`src/sv/nsfc_pkg.sv`:
```
// shared constants, types and helper functions for the nmea sentence framer and checker
package nsfc_pkg;

    localparam logic [7:0] NO_DATA_BYTE     = 8'hFF;
    localparam logic [7:0] DOLLAR_BYTE      = 8'h24;
    localparam logic [7:0] CR_BYTE          = 8'h0D;
    localparam logic [7:0] STAR_BYTE        = 8'h2A;
    localparam logic [7:0] MAX_LENGTH_RESET = 8'd82;

    localparam logic [1:0] CAUSE_CR     = 2'd0;
    localparam logic [1:0] CAUSE_DOLLAR = 2'd1;
    localparam logic [1:0] CAUSE_LIMIT  = 2'd2;

    localparam logic [1:0] PHASE_BEFORE_STAR = 2'd0;
    localparam logic [1:0] PHASE_FIRST_DIGIT = 2'd1;
    localparam logic [1:0] PHASE_SECOND_DIGIT = 2'd2;
    localparam logic [1:0] PHASE_DIGITS_DONE = 2'd3;

    typedef struct packed {
        logic [7:0] char_out;
        logic       char_keep;
        logic       sentence_done;
        logic [1:0] end_cause;
        logic       checksum_ok;
        logic [7:0] sentence_length;
    } result_t;

    // bit 4 set means not an upper-case hex digit
    function automatic logic [4:0] hex_value(input logic [7:0] c);
        logic [4:0] v;
        v = 5'h10;
        if (c >= 8'h30 && c <= 8'h39)
        begin
            v = {1'b0, c[3:0]};
        end
        else if (c >= 8'h41 && c <= 8'h46)
        begin
            v = {1'b0, c[3:0] + 4'd9};
        end
        return v;
    endfunction

    function automatic logic sum_matches(input logic [1:0] phase, input logic bad,
                                         input logic [7:0] xor_val, input logic [7:0] sum_val);
        return (phase == PHASE_DIGITS_DONE) && !bad && (xor_val == sum_val);
    endfunction

endpackage

```
`src/sv/nmea_sentence_framer_checker_top.sv`:
```
// path: a byte item is held in the input register, framed by the combinational logic and
// written to the result register; throughput: one byte item per cycle unless out_stall holds
// a waiting result item, since the framing logic between the two registers is combinational
// reset: asynchronous active low; clears the framing state, empties both
// registers and sets max_length to 82; no clearing pass
module nmea_sentence_framer_checker_top (
    input  logic       clk,
    input  logic       rst_n,
    input  logic       wr_en,
    input  logic [7:0] wr_data,
    input  logic       in_valid,
    output logic       in_stall,
    input  logic [7:0] byte_in,
    output logic       out_valid,
    input  logic       out_stall,
    output logic [7:0] char_out,
    output logic       char_keep,
    output logic       sentence_done,
    output logic [1:0] end_cause,
    output logic       checksum_ok,
    output logic [7:0] sentence_length
);

    logic              advance;
    logic              fire;
    logic [7:0]        held_byte;
    nsfc_pkg::result_t result;
    nsfc_pkg::result_t out_item;

    nsfc_in_stage u_in_stage (
        .clk       (clk),
        .rst_n     (rst_n),
        .in_valid  (in_valid),
        .in_stall  (in_stall),
        .byte_in   (byte_in),
        .advance   (advance),
        .fire      (fire),
        .held_byte (held_byte)
    );

    nsfc_core u_core (
        .clk       (clk),
        .rst_n     (rst_n),
        .wr_en     (wr_en),
        .wr_data   (wr_data),
        .fire      (fire),
        .held_byte (held_byte),
        .result    (result)
    );

    nsfc_out_stage u_out_stage (
        .clk       (clk),
        .rst_n     (rst_n),
        .fire      (fire),
        .result    (result),
        .advance   (advance),
        .out_valid (out_valid),
        .out_stall (out_stall),
        .out_item  (out_item)
    );

    assign char_out        = out_item.char_out;
    assign char_keep       = out_item.char_keep;
    assign sentence_done   = out_item.sentence_done;
    assign end_cause       = out_item.end_cause;
    assign checksum_ok     = out_item.checksum_ok;
    assign sentence_length = out_item.sentence_length;

endmodule

```
`src/sv/nsfc_in_stage.sv`:
```
// input register holding one byte item ahead of the framing logic
module nsfc_in_stage (
    input  logic       clk,
    input  logic       rst_n,
    input  logic       in_valid,
    output logic       in_stall,
    input  logic [7:0] byte_in,
    input  logic       advance,
    output logic       fire,
    output logic [7:0] held_byte
);

    logic       valid_reg;
    logic       valid_next;
    logic [7:0] byte_reg;
    logic       take;

    assign fire      = valid_reg && advance;
    assign in_stall  = valid_reg && !advance;
    assign take      = in_valid && !in_stall;
    assign held_byte = byte_reg;

    always_comb
    begin
        valid_next = valid_reg;
        if (take)
        begin
            valid_next = 1'b1;
        end
        else if (fire)
        begin
            valid_next = 1'b0;
        end
    end

    always_ff @(posedge clk or negedge rst_n)
    begin
        if (!rst_n)
        begin
            valid_reg <= 1'b0;
        end
        else
        begin
            valid_reg <= valid_next;
        end
    end

    always_ff @(posedge clk)
    begin
        if (take)
        begin
            byte_reg <= byte_in;
        end
    end

endmodule

```
`src/sv/nsfc_core.sv`:
```
// sentence framing state and checksum logic, one byte per cycle, taken only when fire is high
module nsfc_core (
    input  logic              clk,
    input  logic              rst_n,
    input  logic              wr_en,
    input  logic [7:0]        wr_data,
    input  logic              fire,
    input  logic [7:0]        held_byte,
    output nsfc_pkg::result_t result
);

    logic [7:0] max_length_reg;
    logic       in_sentence_reg;
    logic       in_sentence_next;
    logic [7:0] char_count_reg;
    logic [7:0] char_count_next;
    logic [7:0] running_xor_reg;
    logic [7:0] running_xor_next;
    logic [1:0] star_phase_reg;
    logic [1:0] star_phase_next;
    logic [7:0] received_sum_reg;
    logic [7:0] received_sum_next;
    logic       bad_digit_reg;
    logic       bad_digit_next;

    logic [7:0] lim;
    logic [7:0] count_inc;
    logic [4:0] digit;
    logic [7:0] ab_xor;
    logic [1:0] ab_phase;
    logic [7:0] ab_sum;
    logic       ab_bad;

    assign lim       = (max_length_reg == 8'd0) ? 8'd1 : max_length_reg;
    assign count_inc = char_count_reg + 8'd1;
    assign digit     = nsfc_pkg::hex_value(held_byte);

    // effect of absorbing the byte into the checksum fields
    always_comb
    begin
        ab_xor   = running_xor_reg;
        ab_phase = star_phase_reg;
        ab_sum   = received_sum_reg;
        ab_bad   = bad_digit_reg;
        unique case (star_phase_reg)
            nsfc_pkg::PHASE_BEFORE_STAR:
            begin
                if (held_byte == nsfc_pkg::STAR_BYTE)
                begin
                    ab_phase = nsfc_pkg::PHASE_FIRST_DIGIT;
                end
                else
                begin
                    ab_xor = running_xor_reg ^ held_byte;
                end
            end
            nsfc_pkg::PHASE_FIRST_DIGIT:
            begin
                if (digit[4])
                begin
                    ab_bad = 1'b1;
                end
                else
                begin
                    ab_sum = {digit[3:0], 4'h0};
                end
                ab_phase = nsfc_pkg::PHASE_SECOND_DIGIT;
            end
            nsfc_pkg::PHASE_SECOND_DIGIT:
            begin
                if (digit[4])
                begin
                    ab_bad = 1'b1;
                end
                else
                begin
                    ab_sum = {received_sum_reg[7:4], digit[3:0]};
                end
                ab_phase = nsfc_pkg::PHASE_DIGITS_DONE;
            end
            default:
            begin
                ab_phase = star_phase_reg;
            end
        endcase
    end

    always_comb
    begin
        in_sentence_next  = in_sentence_reg;
        char_count_next   = char_count_reg;
        running_xor_next  = running_xor_reg;
        star_phase_next   = star_phase_reg;
        received_sum_next = received_sum_reg;
        bad_digit_next    = bad_digit_reg;

        result                 = '0;
        result.char_out        = held_byte;

        if (held_byte != nsfc_pkg::NO_DATA_BYTE)
        begin
            if (!in_sentence_reg)
            begin
                if (held_byte == nsfc_pkg::DOLLAR_BYTE)
                begin
                    result.char_keep  = 1'b1;
                    in_sentence_next  = 1'b1;
                    char_count_next   = 8'd1;
                    running_xor_next  = 8'd0;
                    star_phase_next   = nsfc_pkg::PHASE_BEFORE_STAR;
                    received_sum_next = 8'd0;
                    bad_digit_next    = 1'b0;
                end
            end
            else if (held_byte == nsfc_pkg::CR_BYTE)
            begin
                result.sentence_done   = 1'b1;
                result.end_cause       = nsfc_pkg::CAUSE_CR;
                result.checksum_ok     = nsfc_pkg::sum_matches(star_phase_reg, bad_digit_reg,
                                                               running_xor_reg, received_sum_reg);
                result.sentence_length = char_count_reg;
                in_sentence_next       = 1'b0;
            end
            else if (held_byte == nsfc_pkg::DOLLAR_BYTE)
            begin
                result.sentence_done   = 1'b1;
                result.end_cause       = nsfc_pkg::CAUSE_DOLLAR;
                result.checksum_ok     = nsfc_pkg::sum_matches(star_phase_reg, bad_digit_reg,
                                                               running_xor_reg, received_sum_reg);
                result.sentence_length = char_count_reg;
                result.char_keep       = 1'b1;
                char_count_next        = 8'd1;
                running_xor_next       = 8'd0;
                star_phase_next        = nsfc_pkg::PHASE_BEFORE_STAR;
                received_sum_next      = 8'd0;
                bad_digit_next         = 1'b0;
            end
            else if (char_count_reg >= lim)
            begin
                // limit already reached by the dollar alone: this byte closes it unkept
                result.sentence_done   = 1'b1;
                result.end_cause       = nsfc_pkg::CAUSE_LIMIT;
                result.checksum_ok     = nsfc_pkg::sum_matches(star_phase_reg, bad_digit_reg,
                                                               running_xor_reg, received_sum_reg);
                result.sentence_length = char_count_reg;
                in_sentence_next       = 1'b0;
            end
            else
            begin
                result.char_keep  = 1'b1;
                char_count_next   = count_inc;
                running_xor_next  = ab_xor;
                star_phase_next   = ab_phase;
                received_sum_next = ab_sum;
                bad_digit_next    = ab_bad;
                if (count_inc >= lim)
                begin
                    result.sentence_done   = 1'b1;
                    result.end_cause       = nsfc_pkg::CAUSE_LIMIT;
                    result.checksum_ok     = nsfc_pkg::sum_matches(ab_phase, ab_bad,
                                                                   ab_xor, ab_sum);
                    result.sentence_length = count_inc;
                    in_sentence_next       = 1'b0;
                end
            end
        end
    end

    always_ff @(posedge clk or negedge rst_n)
    begin
        if (!rst_n)
        begin
            max_length_reg   <= nsfc_pkg::MAX_LENGTH_RESET;
            in_sentence_reg  <= 1'b0;
            char_count_reg   <= 8'd0;
            running_xor_reg  <= 8'd0;
            star_phase_reg   <= nsfc_pkg::PHASE_BEFORE_STAR;
            received_sum_reg <= 8'd0;
            bad_digit_reg    <= 1'b0;
        end
        else
        begin
            if (wr_en)
            begin
                max_length_reg <= wr_data;
            end
            if (fire)
            begin
                in_sentence_reg  <= in_sentence_next;
                char_count_reg   <= char_count_next;
                running_xor_reg  <= running_xor_next;
                star_phase_reg   <= star_phase_next;
                received_sum_reg <= received_sum_next;
                bad_digit_reg    <= bad_digit_next;
            end
        end
    end

    // a no-data item leaves the framing state untouched
    assert property (@(posedge clk) disable iff (!rst_n)
        (fire && held_byte == nsfc_pkg::NO_DATA_BYTE) |=>
            ($stable(in_sentence_reg) && $stable(char_count_reg) && $stable(running_xor_reg)))
        else $error("no-data item changed framing state");

    // an open sentence always holds at least its dollar
    assert property (@(posedge clk) disable iff (!rst_n)
        in_sentence_reg |-> (char_count_reg != 8'd0))
        else $error("open sentence with zero count");

    // a result that ends nothing carries no cause, check or length
    assert property (@(posedge clk) disable iff (!rst_n)
        !result.sentence_done |->
            (result.end_cause == nsfc_pkg::CAUSE_CR && !result.checksum_ok
             && result.sentence_length == 8'd0))
        else $error("sentence fields set without sentence end");

    // a dollar inside a sentence both ends it and reopens one
    assert property (@(posedge clk) disable iff (!rst_n)
        (fire && in_sentence_reg && held_byte == nsfc_pkg::DOLLAR_BYTE) |=>
            (in_sentence_reg && char_count_reg == 8'd1))
        else $error("dollar did not reopen sentence");

endmodule

```
`src/sv/nsfc_out_stage.sv`:
```
// result register presenting one item per cycle to the output channel while out_stall is low
module nsfc_out_stage (
    input  logic              clk,
    input  logic              rst_n,
    input  logic              fire,
    input  nsfc_pkg::result_t result,
    output logic              advance,
    output logic              out_valid,
    input  logic              out_stall,
    output nsfc_pkg::result_t out_item
);

    logic              valid_reg;
    logic              valid_next;
    nsfc_pkg::result_t item_reg;

    // room when empty or when the held item leaves this cycle
    assign advance   = !valid_reg || !out_stall;
    assign out_valid = valid_reg;
    assign out_item  = item_reg;

    always_comb
    begin
        valid_next = valid_reg;
        if (fire)
        begin
            valid_next = 1'b1;
        end
        else if (!out_stall)
        begin
            valid_next = 1'b0;
        end
    end

    always_ff @(posedge clk or negedge rst_n)
    begin
        if (!rst_n)
        begin
            valid_reg <= 1'b0;
        end
        else
        begin
            valid_reg <= valid_next;
        end
    end

    always_ff @(posedge clk)
    begin
        if (fire)
        begin
            item_reg <= result;
        end
    end

endmodule

```
`config.mk`:
```
export PLATFORM = sky130hd
export DESIGN_NAME = nmea_sentence_framer_checker_top
export DESIGN_NICKNAME = d
export VERILOG_FILES = /design/src/sv/nsfc_pkg.sv /design/src/sv/nmea_sentence_framer_checker_top.sv /design/src/sv/nsfc_in_stage.sv /design/src/sv/nsfc_core.sv /design/src/sv/nsfc_out_stage.sv
export SDC_FILE = /design/constraint.sdc
export NUM_CORES = 1
export LEC_CHECK = 0
export BUFFER_PORTS_ARGS = -buffer_cell sky130_fd_sc_hd__buf_2
export CAP_MARGIN = 20
export CELL_PAD_IN_SITES_DETAIL_PLACEMENT = 1
export CELL_PAD_IN_SITES_GLOBAL_PLACEMENT = 1
export CORE_ASPECT_RATIO = 0.75
export CORE_MARGIN = 10
export CORE_UTILIZATION = 40
export CTS_CLUSTER_DIAMETER = 100
export DETAILED_ROUTE_END_ITERATION = 8
export PLACE_DENSITY_LB_ADDON = 0.1
export REMOVE_ABC_BUFFERS = 1
export SYNTH_ARGS = -nofsm -noshare
export SYNTH_HDL_FRONTEND = slang
export SYNTH_SLANG_ARGS = --single-unit
```
`constraint.sdc`:
```
create_clock -name clk -period 3 [get_ports clk]
set_input_delay 0.6 -clock clk [delete_from_list [all_inputs] [get_ports clk]]
set_output_delay 0.6 -clock clk [all_outputs]
set_load 0.02 [all_outputs]
```
# Yosys cells after proc, flatten, opt, wreduce, memory -nomap -nowiden
# Cells that the tools add are included.
# totals
inputBits	21
reg_bits	67
word_cells	120
# classes
eq_ne	13
bitwise	3
magnitude_cmp	6
n_reduce_logical	26
n_mux	53
n_addsub	2
# ops
op	count
two-way mux 8 bit	18
two-way mux 12 bit	3
two-way mux 1 bit	20
equality test 8 x 6 -> 1 bit (second input constant)	2
equality test 8 bit	2
>= comparator 8 bit	2
one-hot mux 8 bit (2 select lines)	1
two-way mux 13 bit	1
two-way mux 2 bit	6
two-way mux 5 bit	2
logical AND 1 bit	9
adder 8 x 1 -> 8 bit (second input constant)	1
equality test 8 x 4 -> 1 bit (second input constant)	1
>= comparator 8 x 6 -> 1 bit (second input constant)	1
>= comparator 8 x 7 -> 1 bit (second input constant)	1
less-or-equal comparator 8 x 6 -> 1 bit (second input constant)	1
less-or-equal comparator 8 x 7 -> 1 bit (second input constant)	1
logical NOT 8 bit	1
inequality test 8 bit (second input constant)	1
bitwise XOR 8 bit	1
equality test 2 bit (second input constant)	3
logical NOT 1 bit	6
one-hot mux 2 bit (3 select lines)	1
AND reduction 5 bit	1
13 further kinds	17

# Logic depth before layout (Yosys ltp)
# logic_depth
depth_word	14
mapped_depth	12

# Cells and area by module
# A second synthesis with hierarchy kept.
# hier_totals
hier_cells	412
area_unflattened_um2	4113.9
# modules_own_cells
mod	cells_each	area_per_inst_um2	n_inst
nsfc_core	374	3143.0	1
nsfc_out_stage	24	666.9	1
nsfc_in_stage	14	304.0	1

# Worst setup path after synthesis
# Ideal clock, no wire load.
# synth_path
path_kind	register to register
from	register u_core.max_length_reg[6]
to	register u_core.bad_digit_reg
setup_ps	134
path_slack_ps	111
stages_incl_launch_ff	13
arrival_ps	2755
required_ps	2866
period_less_slack_ps	2889
n_path_buf	2
path_cell_list	dfstp_2 -> nor4_1 -> a41o_1 -> ha_1 -> nand2_1 -> a211o_1 -> a221oi_1 -> a21oi_1 -> or3_1 -> buf_2 -> clkbuf_1 -> o21ai_0 -> o31ai_1
# synth_via
elab_chain_len	5
# synth_rtl
item	line	source
start: declaration	nsfc_core.sv:12	logic [7:0] max_length_reg;
start signal: assignment	nsfc_core.sv:173	max_length_reg <= nsfc_pkg::MAX_LENGTH_RESET;
start signal: assignment	nsfc_core.sv:185	max_length_reg <= wr_data;
logical NOT 8 bit	nsfc_core.sv:34	assign lim = (max_length_reg == 8'd0) ? 8'd1 : max_length_reg;
two-way mux 8 bit *	nsfc_core.sv:34	
>= comparator 8 bit *	nsfc_core.sv:138	else if (char_count_reg >= lim)
inequality test 2 x 1 -> 1 bit (no source line) *	--	
AND reduction 5 bit (no source line) *	--	
end signal: assignment	nsfc_core.sv:194	bad_digit_reg <= bad_digit_next;
end: declaration	nsfc_core.sv:23	logic bad_digit_reg;
# Every way passes the cells marked *; elsewhere a longest branch is shown, timed or not.
# A chain may end at the register's enable or synchronous reset.

# Worst setup path after layout
# layout_path
from	register u_core.max_length_reg[7]
to	register u_core.star_phase_reg[0]
# layout_via
elab_chain_len	5
# layout_rtl
item	line	source
logical NOT 8 bit	nsfc_core.sv:34	
two-way mux 8 bit *	nsfc_core.sv:34	
>= comparator 8 bit *	nsfc_core.sv:138	
inequality test 2 x 1 -> 1 bit (no source line) *	--	
AND reduction 5 bit (no source line) *	--	
end signal: assignment	nsfc_core.sv:177	star_phase_reg <= nsfc_pkg::PHASE_BEFORE_STAR;
end signal: assignment	nsfc_core.sv:192	star_phase_reg <= star_phase_next;
end: declaration	nsfc_core.sv:19	logic [1:0] star_phase_reg;
# Marked as above.

==> flow_summary.json <==
{
  "status": "completed",
  "fin_tns_setup_ns": 0,
  "vias": 3665,
  "wl_per_cell_um": 20.2,
  "synth_cell_types": 62,
  "crit_required_ns": 3.22,
  "htreeDepth": 3,
  "avgSynthCellArea_um2": 9.72,
  "crit_path_cell_trace": "nor4_4 -> a41o_1 -> ha_2 -> nand2_2 -> a211o_1 -> a221oi_2 -> buf_4 -> a21oi_2 -> or3_4 -> buf_8 -> a22o_1",
  "cts-root-buf": "clkbuf_16",
  "critPathBufInv": 2,
  "ys_warn_count": 0,
  "clock_skew_ns": 0.0104,
  "placedCellCount": 638,
  "path_clk_slew_ns": 0.06,
  "largest_reg_flops": 21,
  "multiInputGateArea_um2": 2310,
  "yosysTopAreaCell": "dfrtp_1",
  "tritoncts": "yes",
  "synth_flop_cell": "dfrtp_1",
  "synth-seq-area-share_pct": 44.0,
  "ir_drop_mv": 0.358,
  "worstPathArrival_ns": 3.18,
  "antenna_found_initial": 0,
  "worst_path_max_delay_cell": "or3_4",
  "reg2reg_slack_ns": 0.04,
  "drive_gt1_share_pct": 29.9,
  "grt_max_degree": 39,
  "postLayoutCoreUtil_pct": 52.6,
  "ys_top_cells_by_count": "48 x nand2_1, 38 x o21ai_0, 35 x dfrtp_1",
  "die_x_um": 138,
  "vias_per_cell": 5.58,
  "fin_nets": 563,
  "synth-edff-count": 29,
  "rows": 32,
  "cts_buffer_depth": 2,
  "max_slew_margin_pct": 38.5,
  "drc": 0,
  "synth-seq-cells": 67,
  "synth_top_area_share_pct": 21.1,
  "ctsHoldBuffers": 0,
  "drtIter0Drc": 225,
  "synth_area_leaders": "dfrtp_1 21%, edfxtp_1 21%, ha_1 7.8%, o21ai_0 4.6%, xnor2_1 4.4%",
  "post-route-min-period_ns": 2.96,
  "drt-total-wl_mm": 13.3,
  "leakagePower_uw": 0.00233,
  "worst_setup_path_start_kind": "flop",
  "synthToLayoutAreaGrowth_pct": 29.4,
  "dp_hpwl_mm": 9.71,
  "hold_viol": 0,
  "gp_congestion": 0.910,
  "yosysMostFrequentCell": "nand2_1",
  "cts_buffers": 9,
  "dieArea_um2": 14900,
  "worst_pin_slew_ns": 0.922,
  "start_util_pct": 40.7,
  "pin_count": 44,
  "async_flop_share_pct": 56.7,
  "cp_top_family": "compound AO/OA/AOI/OAI gates",
  "die_height_um": 108,
  "whs_ns": 0.404,
  "max_stage_delay_ns": 0.46,
  "fmaxAchievable_mhz": 338,
  "cts_num_sinks": 67,
  "final_cells": 657,
  "port_buffers": 43,
  "netlist_area_um2": 4150,
  "regArea_um2": 1830,
  "place_ws_ns": -0.308,
  "ant_nets": 0,
  "gr-total-overflow": 0,
  "p_per_area_nw_per_um2": 560,
  "endpoint_kind": "flop",
  "drt_first_pass_iters": 5,
  "cap_violations": 0,
  "fin_crit_sh_pct": 98.7,
  "critPathMaxFanout": 9,
  "path_class": "reg -> reg",
  "slew_violations": 0,
  "fin_ws_ns": 0.0392,
  "nFillCells": 1167,
  "n_antenna_cell": 0,
  "core_um2": 10200,
  "hp-class": "in -> async",
  "clkLatencyLatePin_ns": 0.34,
  "grt_pass1_vias": 3793,
  "groute.usage.overall_pct": 18.1,
  "rsz0062_at_grt": "yes",
  "postSynthCellCount": 427,
  "grt_pass1_wl_mm": 21.1,
  "setup_violations": 0
}
-- worst paths after layout --
kind	from	to	depth (start not counted)
worst max-delay path	u_core.max_length_reg[7]$_DFFE_PN0P_	u_core.star_phase_reg[0]$_DFFE_PN0P_	11
worst min-delay path	rst_n	u_core.char_count_reg[7]$_DFFE_PN0P_	1
worst max register to register	u_core.max_length_reg[7]$_DFFE_PN0P_	u_core.star_phase_reg[0]$_DFFE_PN0P_	11
worst min register to register	u_in_stage.held_byte[0]$_DFFE_PP_	u_out_stage.out_item[13]$_DFFE_PP_	0
max in group asynchronous	rst_n	u_core.char_count_reg[0]$_DFFE_PN0P_	1
min in group clk	byte_in[6]	u_in_stage.held_byte[6]$_DFFE_PP_	1
-- cells by family after synthesis --
group | share of synthesized area (%)
buf+inv | 3.92
flops | 44.0
fa+ha+maj | 7.84
xor+xnor | 5.91
mux | 0.542
compound gates | 19.7
simple gates | 18.1
-- cells in the final DEF (no fill, tap or decap), types with 6 or more instances in the layout --
master,netlist,final
a22oi_1,6,6
o21ai_2,0,10
ha_1,26,25
edfxtp_1,29,29
a21oi_1,15,14
clkbuf_16,0,10
xnor2_1,21,21
and3_1,7,7
a22o_1,7,7
buf_2,4,43
nand2_1,48,47
buf_4,0,47
nor2_1,28,27
nand3_1,14,13
o31ai_1,11,10
xor2_1,7,7
o21ai_0,38,24
inv_1,23,23
dfrtp_1,35,34
-- metrics by stage --
| stage | total power, uW | area [um2] |
|---|---|---|
| after floorplan | 1580 | 4080 |
| after global placement | 1840 | 4870 |
| after global routing | 3160 | 5370 |
| final | 3010 | 5370 |
| after detailed placement | 1860 | 4870 |
| after CTS | 2940 | 5210 |
-- layout make-up --
class / count / share of cell area, %
clock buffer: 9 / 4.19
multi-input combinational: 318 / 43.0
tap: 136 / 3.17
sequential: 67 / 34.0
timing repair buffer: 97 / 12.8
inverter: 23 / 1.61
clock inverter: 7 / 1.26
-- per-layer routing --
layer	vias to the layer above	share of wire [%]	wire [um]	track usage (%)
met2	74	42	5630	25.5
met3	13	5.1	679	5.61
met5	-	0	0	0
li1	1754	-	-	-
met4	0	0.97	129	3.90
met1	1824	51	6820	26.5
-- power by group --
| part | internal [uW] | leakage, uW | switching, uW |
|---|---|---|---|
| Sequential | 1060 | 0.000781 | 127 |
| Combinational | 317 | 0.00141 | 424 |
| Clock | 641 | 0.000139 | 435 |
-- repair_timing --
item / CTS / global route
gates resized for setup: 9 / 44
gates cloned: 0 / 1
pin swaps: 0 / 14
setup buffers: 1 / 1
endpoints found under the setup margin: 38 / 37
(Power assumes the default switching activity.)
